--- src/rtl/mbps_pkg.sv ---
package mbps_pkg;

   localparam int PATTERN_BYTES = 16;
   localparam int LEN_BITS      = 5;
   localparam int CARE_BITS     = 16;
   localparam int WORD_BITS     = 64;
   localparam int PATTERN_BITS  = 2 * WORD_BITS;
   localparam int RESULT_BITS   = 32;
   localparam int CSR_IDX_BITS  = 2;

   localparam int DEFAULT_MAX_PATTERN = 16;
   localparam int DEFAULT_OFFSET_BITS = 32;

   localparam logic [CARE_BITS-1:0] CARE_RESET = '1;

   typedef enum logic [CSR_IDX_BITS-1:0] {
      CSR_PATTERN_LEN  = 2'd0,
      CSR_PATTERN_LOW  = 2'd1,
      CSR_PATTERN_HIGH = 2'd2,
      CSR_CARE_MASK    = 2'd3
   } csr_index_type;

   typedef struct packed {
      logic shift;
      logic clear;
   } cell_ctl_type;

   typedef struct packed {
      logic                   found;
      logic [RESULT_BITS-1:0] match_offset;
   } result_type;

   function automatic logic [7:0] pick_byte(input logic [PATTERN_BITS-1:0] pattern,
                                            input logic [3:0]              idx);
      pick_byte = pattern[idx*8 +: 8];
   endfunction

endpackage

--- src/rtl/mbps_cell.sv ---
module mbps_cell
   import mbps_pkg::*;
#(
   parameter int IDX = 0
) (
   input  logic                    clock,
   input  cell_ctl_type            ctl,
   input  logic [7:0]              shift_in,
   input  logic [LEN_BITS-1:0]     len,
   input  logic [PATTERN_BITS-1:0] pattern,
   input  logic [CARE_BITS-1:0]    care,
   output logic [7:0]              byte_out,
   output logic                    hit
);

   logic [7:0]          byte_ff;
   logic [7:0]          byte_in;
   logic [3:0]          sel;
   logic                active;
   logic                care_bit;

   // pattern byte aligned to this window position for the current length
   assign active   = len > LEN_BITS'(IDX);
   assign sel      = 4'(len - LEN_BITS'(1) - LEN_BITS'(IDX));
   assign care_bit = active & care[sel];
   assign hit      = !care_bit || (shift_in == pick_byte(pattern, sel));

   always_comb begin
      byte_in = byte_ff;
      if (ctl.clear) begin
         byte_in = '0;
      end else if (ctl.shift) begin
         byte_in = shift_in;
      end
   end

   always_ff @(posedge clock) begin
      byte_ff <= byte_in;
   end

   assign byte_out = byte_ff;

endmodule

--- src/rtl/mbps_out_buf.sv ---
module mbps_out_buf
   import mbps_pkg::*;
(
   input  logic       clock,
   input  logic       reset,
   input  logic       push,
   input  result_type push_data,
   output logic       push_ready,
   output logic       out_valid,
   input  logic       out_ready,
   output result_type out_data
);

   logic       main_valid_ff, main_valid_in;
   logic       skid_valid_ff, skid_valid_in;
   result_type main_data_ff, main_data_in;
   result_type skid_data_ff, skid_data_in;
   logic       pop;

   assign pop        = main_valid_ff && out_ready;
   assign push_ready = !skid_valid_ff;

   always_comb begin
      main_valid_in = main_valid_ff;
      skid_valid_in = skid_valid_ff;
      main_data_in  = main_data_ff;
      skid_data_in  = skid_data_ff;
      if (skid_valid_ff) begin
         if (pop) begin
            main_data_in  = skid_data_ff;
            skid_valid_in = 1'b0;
         end
      end else if (push) begin
         if (!main_valid_ff || pop) begin
            main_data_in  = push_data;
            main_valid_in = 1'b1;
         end else begin
            skid_data_in  = push_data;
            skid_valid_in = 1'b1;
         end
      end else if (pop) begin
         main_valid_in = 1'b0;
      end
   end

   always_ff @(posedge clock) begin
      if (reset) begin
         main_valid_ff <= 1'b0;
         skid_valid_ff <= 1'b0;
      end else begin
         main_valid_ff <= main_valid_in;
         skid_valid_ff <= skid_valid_in;
      end
      main_data_ff <= main_data_in;
      skid_data_ff <= skid_data_in;
   end

   assign out_valid = main_valid_ff;
   assign out_data  = main_data_ff;

   // skid entry only ever backs up a full main entry
   assert property (@(posedge clock) disable iff (reset)
      skid_valid_ff |-> main_valid_ff)
      else $error("skid entry without main entry");

   // no push may land while the skid entry is occupied
   assert property (@(posedge clock) disable iff (reset)
      push |-> !skid_valid_ff)
      else $error("push into full buffer");

   // a stalled main entry is kept
   assert property (@(posedge clock) disable iff (reset)
      (main_valid_ff && !out_ready) |=> main_valid_ff)
      else $error("main entry lost while stalled");

endmodule

--- src/rtl/masked_byte_pattern_search.sv ---
// a result beat is registered in the output buffer before it is offered
// one byte beat per cycle unless stalled, every cell compares its window byte in that
// cycle; a two-entry output buffer keeps bytes flowing while one result waits; with two
// results waiting the input stalls until one is taken
// reset (synchronous): clears count, match flag and output buffer, the window clears at
// each region end; pattern length and bytes go to zero and the care mask to all ones
module masked_byte_pattern_search
   import mbps_pkg::*;
#(
   parameter int MAX_PATTERN = DEFAULT_MAX_PATTERN,
   parameter int OFFSET_BITS = DEFAULT_OFFSET_BITS
) (
   input  logic                    clock,
   input  logic                    reset,
   input  logic                    req_valid,
   output logic                    req_ready,
   input  logic [7:0]              req_data_byte,
   input  logic                    req_region_end,
   output logic                    rsp_valid,
   input  logic                    rsp_ready,
   output logic                    rsp_found,
   output logic [RESULT_BITS-1:0]  rsp_match_offset,
   input  logic                    csr_write_enable,
   input  logic [CSR_IDX_BITS-1:0] csr_index,
   input  logic [WORD_BITS-1:0]    csr_data
);

   localparam int WIDE_BITS = (OFFSET_BITS > RESULT_BITS) ? OFFSET_BITS : RESULT_BITS;

   logic [LEN_BITS-1:0]    pat_len_ff;
   logic [WORD_BITS-1:0]   pattern_low_ff;
   logic [WORD_BITS-1:0]   pattern_high_ff;
   logic [CARE_BITS-1:0]   care_mask_ff;
   logic [OFFSET_BITS-1:0] bytes_seen_ff, bytes_seen_in;
   logic                   match_reported_ff, match_reported_in;

   logic [LEN_BITS-1:0]     len_eff;
   logic [PATTERN_BITS-1:0] pattern;
   logic [7:0]              window [MAX_PATTERN];
   logic [7:0]              cell_in [MAX_PATTERN];
   logic [MAX_PATTERN-1:0]  hits;
   cell_ctl_type            cell_ctl;
   logic                    accept;
   logic                    live;
   logic [OFFSET_BITS-1:0]  count_next;
   logic [OFFSET_BITS-1:0]  diff;
   logic [WIDE_BITS-1:0]    diff_wide;
   logic                    match;
   logic                    push;
   logic                    push_ready;
   result_type              push_data;
   result_type              out_data;

   // configuration registers
   always_ff @(posedge clock) begin
      if (reset) begin
         pat_len_ff      <= '0;
         pattern_low_ff  <= '0;
         pattern_high_ff <= '0;
         care_mask_ff    <= CARE_RESET;
      end else if (csr_write_enable) begin
         unique case (csr_index_type'(csr_index))
            CSR_PATTERN_LEN:  pat_len_ff      <= csr_data[LEN_BITS-1:0];
            CSR_PATTERN_LOW:  pattern_low_ff  <= csr_data;
            CSR_PATTERN_HIGH: pattern_high_ff <= csr_data;
            CSR_CARE_MASK:    care_mask_ff    <= csr_data[CARE_BITS-1:0];
            default: ;
         endcase
      end
   end

   assign len_eff = (pat_len_ff > LEN_BITS'(MAX_PATTERN)) ?
                    LEN_BITS'(MAX_PATTERN) : pat_len_ff;
   assign pattern = {pattern_high_ff, pattern_low_ff};

   assign req_ready = push_ready;
   assign accept    = req_valid && req_ready;
   assign live      = accept && !match_reported_ff;

   assign cell_ctl.shift = live;
   assign cell_ctl.clear = accept && req_region_end;

   // window as a row of cells, newest byte in cell 0
   for (genvar k = 0; k < MAX_PATTERN; k++) begin : g_cell
      if (k == 0) begin : g_head
         assign cell_in[k] = req_data_byte;
      end else begin : g_link
         assign cell_in[k] = window[k-1];
      end
      mbps_cell #(.IDX(k)) u_cell (
         .clock    (clock),
         .ctl      (cell_ctl),
         .shift_in (cell_in[k]),
         .len      (len_eff),
         .pattern  (pattern),
         .care     (care_mask_ff),
         .byte_out (window[k]),
         .hit      (hits[k])
      );
   end

   assign count_next = (bytes_seen_ff == {OFFSET_BITS{1'b1}}) ?
                       bytes_seen_ff : bytes_seen_ff + OFFSET_BITS'(1);
   assign diff       = count_next - OFFSET_BITS'(len_eff);
   assign diff_wide  = WIDE_BITS'(diff);
   assign match      = (len_eff != '0) && (count_next >= OFFSET_BITS'(len_eff)) && (&hits);

   always_comb begin
      bytes_seen_in     = bytes_seen_ff;
      match_reported_in = match_reported_ff;
      if (accept && req_region_end) begin
         bytes_seen_in     = '0;
         match_reported_in = 1'b0;
      end else if (live) begin
         bytes_seen_in     = count_next;
         match_reported_in = match;
      end
   end

   always_ff @(posedge clock) begin
      if (reset) begin
         bytes_seen_ff     <= '0;
         match_reported_ff <= 1'b0;
      end else begin
         bytes_seen_ff     <= bytes_seen_in;
         match_reported_ff <= match_reported_in;
      end
   end

   assign push                   = live && (match || req_region_end);
   assign push_data.found        = match;
   assign push_data.match_offset = match ? diff_wide[RESULT_BITS-1:0] : '0;

   mbps_out_buf u_out_buf (
      .clock      (clock),
      .reset      (reset),
      .push       (push),
      .push_data  (push_data),
      .push_ready (push_ready),
      .out_valid  (rsp_valid),
      .out_ready  (rsp_ready),
      .out_data   (out_data)
   );

   assign rsp_found        = out_data.found;
   assign rsp_match_offset = out_data.match_offset;

   // bytes after a reported match give no result
   assert property (@(posedge clock) disable iff (reset)
      (accept && match_reported_ff) |-> !push)
      else $error("result after reported match");

   // a found result sets the flag unless the region ends on that byte
   assert property (@(posedge clock) disable iff (reset)
      (push && match && !req_region_end) |=> match_reported_ff)
      else $error("match flag not set");

   // region end always leaves a fresh count and clear flag
   assert property (@(posedge clock) disable iff (reset)
      (accept && req_region_end) |=> (bytes_seen_ff == '0) && !match_reported_ff)
      else $error("region not restarted");

endmodule
--- config.mk ---
export PLATFORM = sky130hd
export DESIGN_NAME = masked_byte_pattern_search
export DESIGN_NICKNAME = d
export VERILOG_FILES = /design/src/rtl/mbps_pkg.sv /design/src/rtl/mbps_cell.sv /design/src/rtl/mbps_out_buf.sv /design/src/rtl/masked_byte_pattern_search.sv
export SDC_FILE = /design/constraint.sdc
export NUM_CORES = 1
export LEC_CHECK = 0
export ABC_AREA = 0
export ABC_CLOCK_PERIOD_IN_PS = 10310
export BUFFER_PORTS_ARGS = -buffer_cell sky130_fd_sc_hd__buf_4
export CAP_MARGIN = 5
export CORE_ASPECT_RATIO = 1.2
export CORE_MARGIN = 2
export CORE_UTILIZATION = 40
export DETAILED_ROUTE_END_ITERATION = 16
export GPL_TIMING_DRIVEN = 1
export PLACE_DENSITY = 0.53
export SLEW_MARGIN = 20
export SYNTH_ARGS = -nofsm -noshare
export SYNTH_HDL_FRONTEND = slang
export SYNTH_SLANG_ARGS = --single-unit
export TNS_END_PERCENT = 10
--- constraint.sdc ---
create_clock -name clock -period 10.31 [get_ports clock]
set_input_delay 1.031 -clock clock [delete_from_list [all_inputs] [get_ports clock]]
set_output_delay 1.031 -clock clock [all_outputs]
set_load 0.02 [all_outputs]
### Word-level counts from Yosys, hierarchy flattened

Cells that the tools add are included.

* bits in registers: 370

* add/subtract/negate cells: 18
* order comparisons: 34
* equal/unequal tests: 22
* shift operators: 16
* muxes and demuxes: 46
* bitwise gates (word level): 18
* reduce and logical (&&, ||, !) cells: 58

Operators with widths (number)
* 128-bit by 8-bit indexed part select with 8-bit output: 16
* 33-bit two-way mux: 4
* 8-bit equality test: 16
* 4-bit by 5-bit less-than comparator with 1-bit output, second input constant: 16
* 1-bit binary-select mux with 4-bit select: 16
* 32-bit two-way mux: 2
* 5-bit by 4-bit > comparator with 1-bit output, second input constant: 8
* 32-bit by 1-bit adder with 32-bit output, second input constant: 1
* 32-bit equality test, second input constant: 1
* 32-bit by 5-bit greater-or-equal comparator with 1-bit output: 1
* 32-bit by 5-bit subtractor with 32-bit output: 1
* 4-bit subtractor, second input constant: 8
* 1-bit two-way mux: 23
* 5-bit by 3-bit > comparator with 1-bit output, second input constant: 4
* 1-bit zero test: 19
* 1-bit logical OR: 18
* 1-bit bitwise AND: 16
* 16-bit AND reduction: 1
* 4-bit by 3-bit subtractor with 4-bit output, second input constant: 4
* 5-bit by 1-bit > comparator with 1-bit output, second input constant: 2
* 5-bit by 2-bit > comparator with 1-bit output, second input constant: 2
* 3-bit AND reduction: 3
* 2-bit AND reduction: 4
* 4-bit by 1-bit subtractor with 4-bit output, second input constant: 2
* other kinds (13): 24

### Depth between registers and ports, before layout

Gate-level depths: netlist of run 1.

* depth in word-level cells: 15
* mapped depth: 28
* gate-level depth less buffers: 19

### Hierarchy

Synthesis of run 1 repeated with hierarchy kept, for this count alone.

* cell total of the unflattened synthesis: 3642
* area total of the unflattened synthesis: 38031.5 um^2

Modules (own cells, without submodules)
* masked_byte_pattern_search: instances 1, cells an instance 1110, area each 8525.7 um^2, sequential area each 3643.5 um^2
* mbps_out_buf: instances 1, cells an instance 116, area each 2504.9 um^2, sequential area each 2021.9 um^2
* mbps_cell (g_cell[11].u_cell): instances 1, cells an instance 249, area each 2245.9 um^2, sequential area each 160.2 um^2
* mbps_cell (g_cell[3].u_cell): instances 1, cells an instance 185, area each 1900.6 um^2, sequential area each 160.2 um^2
* mbps_cell (g_cell[15].u_cell): instances 1, cells an instance 188, area each 1873.0 um^2, sequential area each 160.2 um^2
* mbps_cell (g_cell[10].u_cell): instances 1, cells an instance 144, area each 1734.2 um^2, sequential area each 160.2 um^2
* mbps_cell (g_cell[7].u_cell): instances 1, cells an instance 164, area each 1719.1 um^2, sequential area each 160.2 um^2
* mbps_cell (g_cell[12].u_cell): instances 1, cells an instance 148, area each 1687.9 um^2, sequential area each 160.2 um^2
* mbps_cell (g_cell[4].u_cell): instances 1, cells an instance 136, area each 1674.1 um^2, sequential area each 160.2 um^2
* mbps_cell (g_cell[6].u_cell): instances 1, cells an instance 131, area each 1636.6 um^2, sequential area each 160.2 um^2
* mbps_cell (g_cell[2].u_cell): instances 1, cells an instance 128, area each 1580.3 um^2, sequential area each 160.2 um^2
* mbps_cell (g_cell[8].u_cell): instances 1, cells an instance 131, area each 1577.8 um^2, sequential area each 160.2 um^2
* mbps_cell (g_cell[14].u_cell): instances 1, cells an instance 130, area each 1574.0 um^2, sequential area each 160.2 um^2
* mbps_cell (g_cell[0].u_cell): instances 1, cells an instance 134, area each 1565.3 um^2, sequential area each 160.2 um^2
* 4 more rows

### Worst setup path before layout of run 1

Ideal clock, no wire load.

* kind: reg-to-reg
* from: register pat_len_ff[4]
* to: register u_out_buf.main_data_ff (netlist bit u_out_buf.out_data[0]) (enable)
* data arrival time: 7.834 ns
* data required time: 9.867 ns
* path slack: 2.033 ns
* stages on the path, launching flop included: 28
* buffers on the path: 12
* period minus slack after synthesis: 8.277 ns
* cells stage by stage: dfxtp_1 > nand2b_1 > buf_4 > buf_4 > buf_4 > buf_4 > clkbuf_1 > ha_1 > buf_2 > inv_1 > buf_2 > buf_1 > clkbuf_1 > ha_1 > clkbuf_1 > a2111o_1 > o211ai_2 > xnor2_2 > buf_6 > mux2i_1 > xnor2_1 > nand4_1 > a211o_1 > a221o_1 > nor3_2 > nand4b_2 > buf_2 > a31oi_1

* cells in the longest elaborated chain, start to end: 15

Ends and longest elaborated chain
* start, declared: line masked_byte_pattern_search.sv:30 `logic [LEN_BITS-1:0] pat_len_ff;`
* start signal, assigned: line masked_byte_pattern_search.sv:63 `CSR_PATTERN_LEN: pat_len_ff <= csr_data[LEN_BITS-1:0];`
* 5-bit > comparator: line masked_byte_pattern_search.sv:72 `assign len_eff = (pat_len_ff > LEN_BITS'(MAX_PATTERN)) ?`
* 5-bit two-way mux *: line masked_byte_pattern_search.sv:72
* parallel branches: the longest is 8 deep, another holds 4-bit by 1-bit subtractor with 4-bit output
* 1-bit logical AND *: line masked_byte_pattern_search.sv:106 `assign match = (len_eff != '0) && (count_next >= OFFSET_BITS'(len_eff)) && (&hits);`
* 1-bit logical OR *: line masked_byte_pattern_search.sv:130 `assign push = live && (match || req_region_end);`
* 1-bit logical AND *: line masked_byte_pattern_search.sv:130
* 2-bit nonzero test (no line) *
* 3-bit AND reduction (no line) *
* end signal, assigned: line mbps_out_buf.sv:54 `main_data_ff <= main_data_in;`
* end, declared: line mbps_out_buf.sv:16 `result_type main_data_ff, main_data_in;`

Mark *: on every way between the ends. The select of a mux whose other input is x is not followed.
A chain may end at the register's enable or synchronous reset.

### Worst setup path in the final report of run 1

* from: register pat_len_ff[0]
* to: register u_out_buf.main_data_ff (netlist bit u_out_buf.out_data[17]) (enable)

The elaborated chain is that of the path after synthesis.

==> results.toml, run 1 <==
[critical_path]
critPathMaxFanout = 71
arrival_ns = 7.66
cp.required_ns = 10.60
crit_end = "u_out_buf.out_data[17]$_DFFE_PP_"
cp-startpoint = "pat_len_ff[0]$_SDFFE_PP0P_"
r2r_cells = 18
r2r_start = "pat_len_ff[0]$_SDFFE_PP0P_"
startpoint_type = "register"
path_class = "register to register"
rr_endpoint = "u_out_buf.out_data[17]$_DFFE_PP_"
worstSetupEndpointType = "register"
rrSetupSlack_ns = 2.94

[power_and_ir_drop]
leakagePower_nw = 10.5
p_seq_share_pct = 40.0
power_density_nw_per_um2 = 141
peakVddDrop_mv = 0.113
power.switching_mw = 1.27
internal_power_mw = 2.71
switching_share_pct = 31.9
pwr-share-clk_pct = 38.8
combPwrFrac_pct = 21.3

[floorplanning]
start_util_pct = 40.3
num_rows = 101
dieWidth_um = 234
die_h_um = 280
die-area_um2 = 65500
core_um2 = 63100
design.portCount = 115

[placed_design]
dp_hpwl_mm = 71.8
place_inst = 3745
place_congestion = 1.02
dpl_cell_area_um2 = 26700
io_buffers = 114

[final_layout]
synthToLayoutAreaGrowth_pct = 10.9
diodes = 0
drive_gt1_share_pct = 15.1
stdcell_count = 3821
nets = 3067
design_area_um2 = 28200

[routing]
drt_pass1_iterations = 8
dr_wl_met2_mm = 43.7
first_iter_violations = 2613
route.met3.wl_mm = 6.26
drc = 0
met1_length_mm = 40.3
wl_mm = 95.9
top_layer_used = "met4"
wl_per_cell_um = 25.1
via_count = 22895
postRouteAntennaNets = 0
routed_via_density = 5.99

[timing]
layout_min_cycle_time_ns = 7.37
fmax_mhz = 136
hold_viol_final = 0
max_slew_margin_pct = 27.2
finClkSkew_ns = 0.0230
tightest_slew_ns = 1.09
min_period_over_period_pct = 71.5
finalSetupTns_ns = 0
report.final.setup_viol = 0
slew_violations = 0
rsz0062_at_grt = "false"
hold_ws_ns = 0.469

[global_route]
grt_pass1_wl_mm = 143
grtUsageTotal_pct = 29.1
antenna_found_initial = 1
grt_pass1_vias = 21745
grt-ovfl-total = 0
grt_max_degree = 84

[min_path]
hold_path_depth = 2
hold_class = "register to register"

[clocking]
clockBufferDepth = 3
cts_hold_buf = 0
tritoncts = "done"
path_clk_slew_ns = 0.07
htreeDepth = 2
root_buffer = "clkbuf_16"
cts_resized = 0
cts.sinks = 370
clk_latency_ns = 0.59
cts_setup_buffers = 0
cts_made_buffers = 42

[synthesis]
synth_cells = 2999
synth_edf_count = 66
ys_async_sr_fraction_pct = 0
ys_warn_count = 0
synth_ff_type = "dfxtp_1"
seq_area_frac_synth_pct = 31.8
syn_avg_cell_area_um2 = 8.46
syn_area_um2 = 25400
synth-seq-cells = 370
syn_nets = 3099
ys_types = 81

[run]
cap_violations = 0

[outcome]
status = "complete, no violations"
## cell usage after synthesis (43+ instances only)
cell type	number	area share [%]
mux4_2	106	9.4
a21oi_1	345	6.8
xor2_1	103	3.6
nand3_1	53	1.0
o21ai_0	46	0.91
dfxtp_1	304	24
edfxtp_1	66	7.8
mux2_2	43	1.9
xnor2_1	110	3.8
clkbuf_1	164	2.4
nand2_1	731	11
mux2i_1	256	10
nor2_1	156	2.3
## cell families after synthesis
kind of cell / after synthesis / share of synthesized area, %
AND/OR/NAND/NOR: 1125 / 19.0
AO/OA/AOI/OAI: 602 / 14.9
multiplexers: 405 / 21.4
flip-flops: 370 / 31.8
buffers and inverters: 262 / 4.38
XOR/XNOR: 215 / 7.52
adder cells (fa/ha/maj): 20 / 1.02
## layout make-up
| type | count | area, um2 |
|---|---|---|
| inverters | 30 | 118 |
| clock buffers | 54 | 1190 |
| fillers | 6170 | 34900 |
| repair buffers | 156 | 1210 |
| multi-input cells | 2367 | 16300 |
| clock inverters | 20 | 211 |
| flip-flops and latches | 370 | 8070 |
| well taps | 824 | 1030 |
## placed cells by master (no fill, tap or decap), types with 24 or more instances in the layout
master / instances
a211oi_1: 27
a21oi_1: 343
a31oi_1: 28
buf_4: 154
clkbuf_16: 43
dfxtp_1: 301
edfxtp_1: 66
inv_1: 25
mux2_2: 43
mux2i_1: 256
mux4_2: 106
nand2_1: 731
nand3_1: 53
nor2_1: 152
nor4_1: 25
o21ai_0: 46
o221ai_1: 24
o22ai_1: 25
o31ai_2: 32
xnor2_1: 110
xor2_1: 103
## worst min path at each step
| stage | startpoint | endpoint |
|---|---|---|
| 3_3_place_gp | g_cell[14].u_cell.byte_out[7]$_SDFFE_PP0P_ | g_cell[14].u_cell.byte_out[7]$_SDFFE_PP0P_ |
| 2_1_floorplan | g_cell[14].u_cell.byte_out[1]$_SDFFE_PP0P_ | g_cell[14].u_cell.byte_out[1]$_SDFFE_PP0P_ |
| 6_report | g_cell[14].u_cell.byte_out[0]$_SDFFE_PP0P_ | g_cell[14].u_cell.byte_out[0]$_SDFFE_PP0P_ |
| 4_1_cts | g_cell[14].u_cell.byte_out[0]$_SDFFE_PP0P_ | g_cell[14].u_cell.byte_out[0]$_SDFFE_PP0P_ |
| 3_5_place_dp | g_cell[14].u_cell.byte_out[0]$_SDFFE_PP0P_ | g_cell[14].u_cell.byte_out[0]$_SDFFE_PP0P_ |
| 5_1_grt | g_cell[14].u_cell.byte_out[7]$_SDFFE_PP0P_ | g_cell[14].u_cell.byte_out[7]$_SDFFE_PP0P_ |
## power by group through the flow
stage	registers (mW)	logic, mW	clock network (mW)
CTS	1.59	0.834	1.58
finish	1.59	0.846	1.54
detailed placement	1.62	0.832	0
global placement	1.62	0.822	0
floorplan	1.59	0.572	0
global route	1.59	0.901	1.63
## worst max-delay path: stages (launching register included)
cell      delay [ns]
dfxtp_1         0.69
nand2b_4        0.43
ha_2            0.77
inv_2           0.41
ha_1            0.34
buf_4           0.23
a21oi_1         0.20
o211ai_2        0.15
xnor2_4         0.87
mux2i_1         0.30
xor2_1          0.21
nand3_1         0.11
a211o_1         0.34
a221o_1         0.36
nor3_2          0.20
nand4b_4        0.12
buf_4           0.37
a31oi_4         0.60
buf_16          0.23
## sequential cells by signal, summed over array words and instances, names as in the netlist
signal and flops:
bytes_seen_ff 32, pat_len_ff 5, u_out_buf.out_data 33, u_out_buf.skid_data_ff 33, pattern_low_ff 64, u_out_buf.skid_valid_ff 1
g_cell.u_cell.byte_out 120, care_mask_ff 16, match_reported_ff 1, pattern_high_ff 64, u_out_buf.out_valid 1
## layer usage
layer  vias to the layer above  global-route usage [%]
met1                     11054                    39.2
met3                       213                    3.54
met5                         -                       0
met4                         0                    14.7
li1                      10624                       -
met2                      1004                    45.9
## metrics by stage
| stage | power (mW) | setup slack, ns | util, % |
|---|---|---|---|
| floorplan | 2.16 | 2.03 | - |
| global placement | 2.44 | 2.80 | 42.3 |
| detailed placement | 2.45 | 2.72 | 42.3 |
| CTS | 4.00 | 2.69 | 44.6 |
| global route | 4.13 | 2.49 | 44.6 |
| finish | 3.98 | 2.94 | 44.6 |
No activity file was read; power rests on OpenSTA's default activity.
==> run 2: changes to the inputs <==
ABC_CLOCK_PERIOD_IN_PS = 6300   (was 10310)
PLACE_DENSITY = 0.55   (was 0.53)
clock period = 6.3 ns   (was 10.31 ns; I/O delays follow)
==> run 2 against run 1 <==
Compared with the run above:
- critical path depth is the same
- critical path type unchanged
- critical endpoint is now u_out_buf.out_data[10]$_DFFE_PP_
- die area is the same
- routed wire length shrank 3.5%
- largest cell class unchanged
- register-to-register slack lost 2.5 ns
- sequential power grew 63%
- clock-buffer cell count grew 1
- sequential share of layout area shrank 0.16 points
- total power grew 65%
- global-route usage shrank 1.2 points
==> results.toml, run 2 (synthesis gave the netlist of run 1 again) <==
[global_route]
grtUsageTotal_pct = 28.0
grt_pass1_vias = 21550
grt_pass1_wl_mm = 138
grt-ovfl-total = 0
antenna_found_initial = 1
grt_max_degree = 131

[routing]
wl_per_cell_um = 24.1
first_iter_violations = 2253
routed_via_density = 5.95
drc = 0
wl_mm = 92.5
via_count = 22810
postRouteAntennaNets = 0
drt_pass1_iterations = 8

[timing]
hold_viol_final = 0
slew_violations = 0
tightest_slew_ns = 1.20
finClkSkew_ns = 0.0408
max_slew_margin_pct = 20.3
report.final.setup_viol = 0
finalSetupTns_ns = 0
fmax_mhz = 171
min_period_over_period_pct = 92.6
rsz0062_at_grt = "false"
layout_min_cycle_time_ns = 5.83

[floorplanning]
num_rows = 101
die-area_um2 = 65500
core_um2 = 63100
die_h_um = 280
design.portCount = 115
start_util_pct = 40.3
dieWidth_um = 234

[min_path]
hold_class = "primary input to register"
hold_path_depth = 3
min_to = "care_mask_ff[15]$_SDFFE_PP1P_"
hold_start = "csr_data[15]"

[clocking]
htreeDepth = 2
cts_made_buffers = 41
root_buffer = "clkbuf_16"
clk_latency_ns = 0.61
path_clk_slew_ns = 0.06
cts_hold_buf = 0
cts_setup_buffers = 0
clockBufferDepth = 3
cts.sinks = 370
tritoncts = "done"

[final_layout]
diodes = 0
design_area_um2 = 28300
final_common_cell = "nand2_1"
synthToLayoutAreaGrowth_pct = 11.5
nets = 3082
largest_register_ffs = 120
layout_common_cells = "nand2_1 (731), a21oi_1 (343), dfxtp_1 (301)"
drive_gt1_share_pct = 15.4

[power_and_ir_drop]
power_density_nw_per_um2 = 232
peakVddDrop_mv = 0.207
leakagePower_nw = 10.6

[critical_path]
arrival_ns = 6.15
cp_cell_sequence = "ha_1, nand3_1, nor4_4, nand3_1, xnor2_1, ha_1, inv_1, fa_1, a21o_1, a21oi_1, o21ai_0, nor4_2, nand2_1, nor2_1, nand2_1, nand4b_4, buf_6, o31ai_2"
rrSetupSlack_ns = 0.47
cp-startpoint = "bytes_seen_ff[0]$_SDFFE_PP0P_"
worstSetupEndpointType = "register"
r2r_cells = 18
critPathMaxFanout = 49
r2r_start = "bytes_seen_ff[0]$_SDFFE_PP0P_"
startpoint_type = "register"
cp.required_ns = 6.62
rr_endpoint = "u_out_buf.out_data[10]$_DFFE_PP_"
slowest_stage = "nor4_2"
path_class = "register to register"
critPathMaxStageDelay_ns = 0.55

[placed_design]
dp_hpwl_mm = 69.0
io_buffers = 114
dpl_cell_area_um2 = 26900
place_congestion = 1.04

[outcome]
status = "complete, no violations"

[run]
cap_violations = 0
==> run 2: power breakdown <==
part	switching, mW	leakage, nW	internal, mW
logic	0.873	6.71	0.539
registers	0.113	3.17	2.48
clock network	1.09	0.701	1.49
==> run 2: per-stage QoR <==
step | power [mW] | hold WS (ns) | instances | util [%] | setup slack (ns)
detailed placement | 4.03 | 0.467 | 3763 | 42.6 | 0.222
global route | 6.82 | 0.286 | 3836 | 44.9 | 0.0391
finish | 6.58 | 0.289 | 3836 | 44.9 | 0.467
floorplan | 3.54 | 0.448 | 2999 | - | 0.0136
CTS | 6.61 | 0.274 | 3836 | 44.9 | 0.192
global placement | 4.01 | 0.457 | 3763 | 42.6 | 0.289
==> run 2: routing by layer <==
layer | up-vias | GRT usage (%) | part of all wire [%]
li1 | 10636 | - | -
met1 | 11036 | 36.1 | 41
met2 | 936 | 44.0 | 46
met3 | 202 | 4.23 | 6.6
met4 | 0 | 16.8 | 7.0
met5 | - | 0 | 0
==> run 2: worst max-delay path, delay by kind of cell, from the launching register on <==
kind / cells / cell delay (ns)
buffers and inverters: 2 / 0.48
AOI/OAI and AO/OA: 4 / 0.88
adders and majority gates: 3 / 0.87
DFF: 1 / 0.46
and+or+nand+nor: 8 / 2.57
xor gates and xnor gates: 1 / 0.27
==> run 2: final cells by class <==
type,instances,area [um2]
fill,6175,34700
multi-input combinational,2367,16300
sequential,370,8070
timing repair buffer,172,1330
clock buffer,55,1170
tap,824,1030
clock inverter,18,254
inverter,30,118
==> run 2: how the worst max path moves through the flow <==
stage | end | slack [ns] | depth (start not counted)
after floorplan | u_out_buf.out_data[0]$_DFFE_PP_ | 0.01 | 27
after global placement | u_out_buf.out_data[11]$_DFFE_PP_ | 0.29 | 18
after detailed placement | u_out_buf.out_data[10]$_DFFE_PP_ | 0.22 | 18
after CTS | u_out_buf.out_data[10]$_DFFE_PP_ | 0.19 | 18
after global routing | u_out_buf.out_data[11]$_DFFE_PP_ | 0.04 | 18
final | u_out_buf.out_data[10]$_DFFE_PP_ | 0.47 | 18
==> run 2: timing repair <==
| item | CTS | global route |
|---|---|---|
| endpoints found under the hold margin | 0 | 0 |
| gates resized for setup | 0 | 2 |
| endpoints found under the setup margin | 0 | 54 |
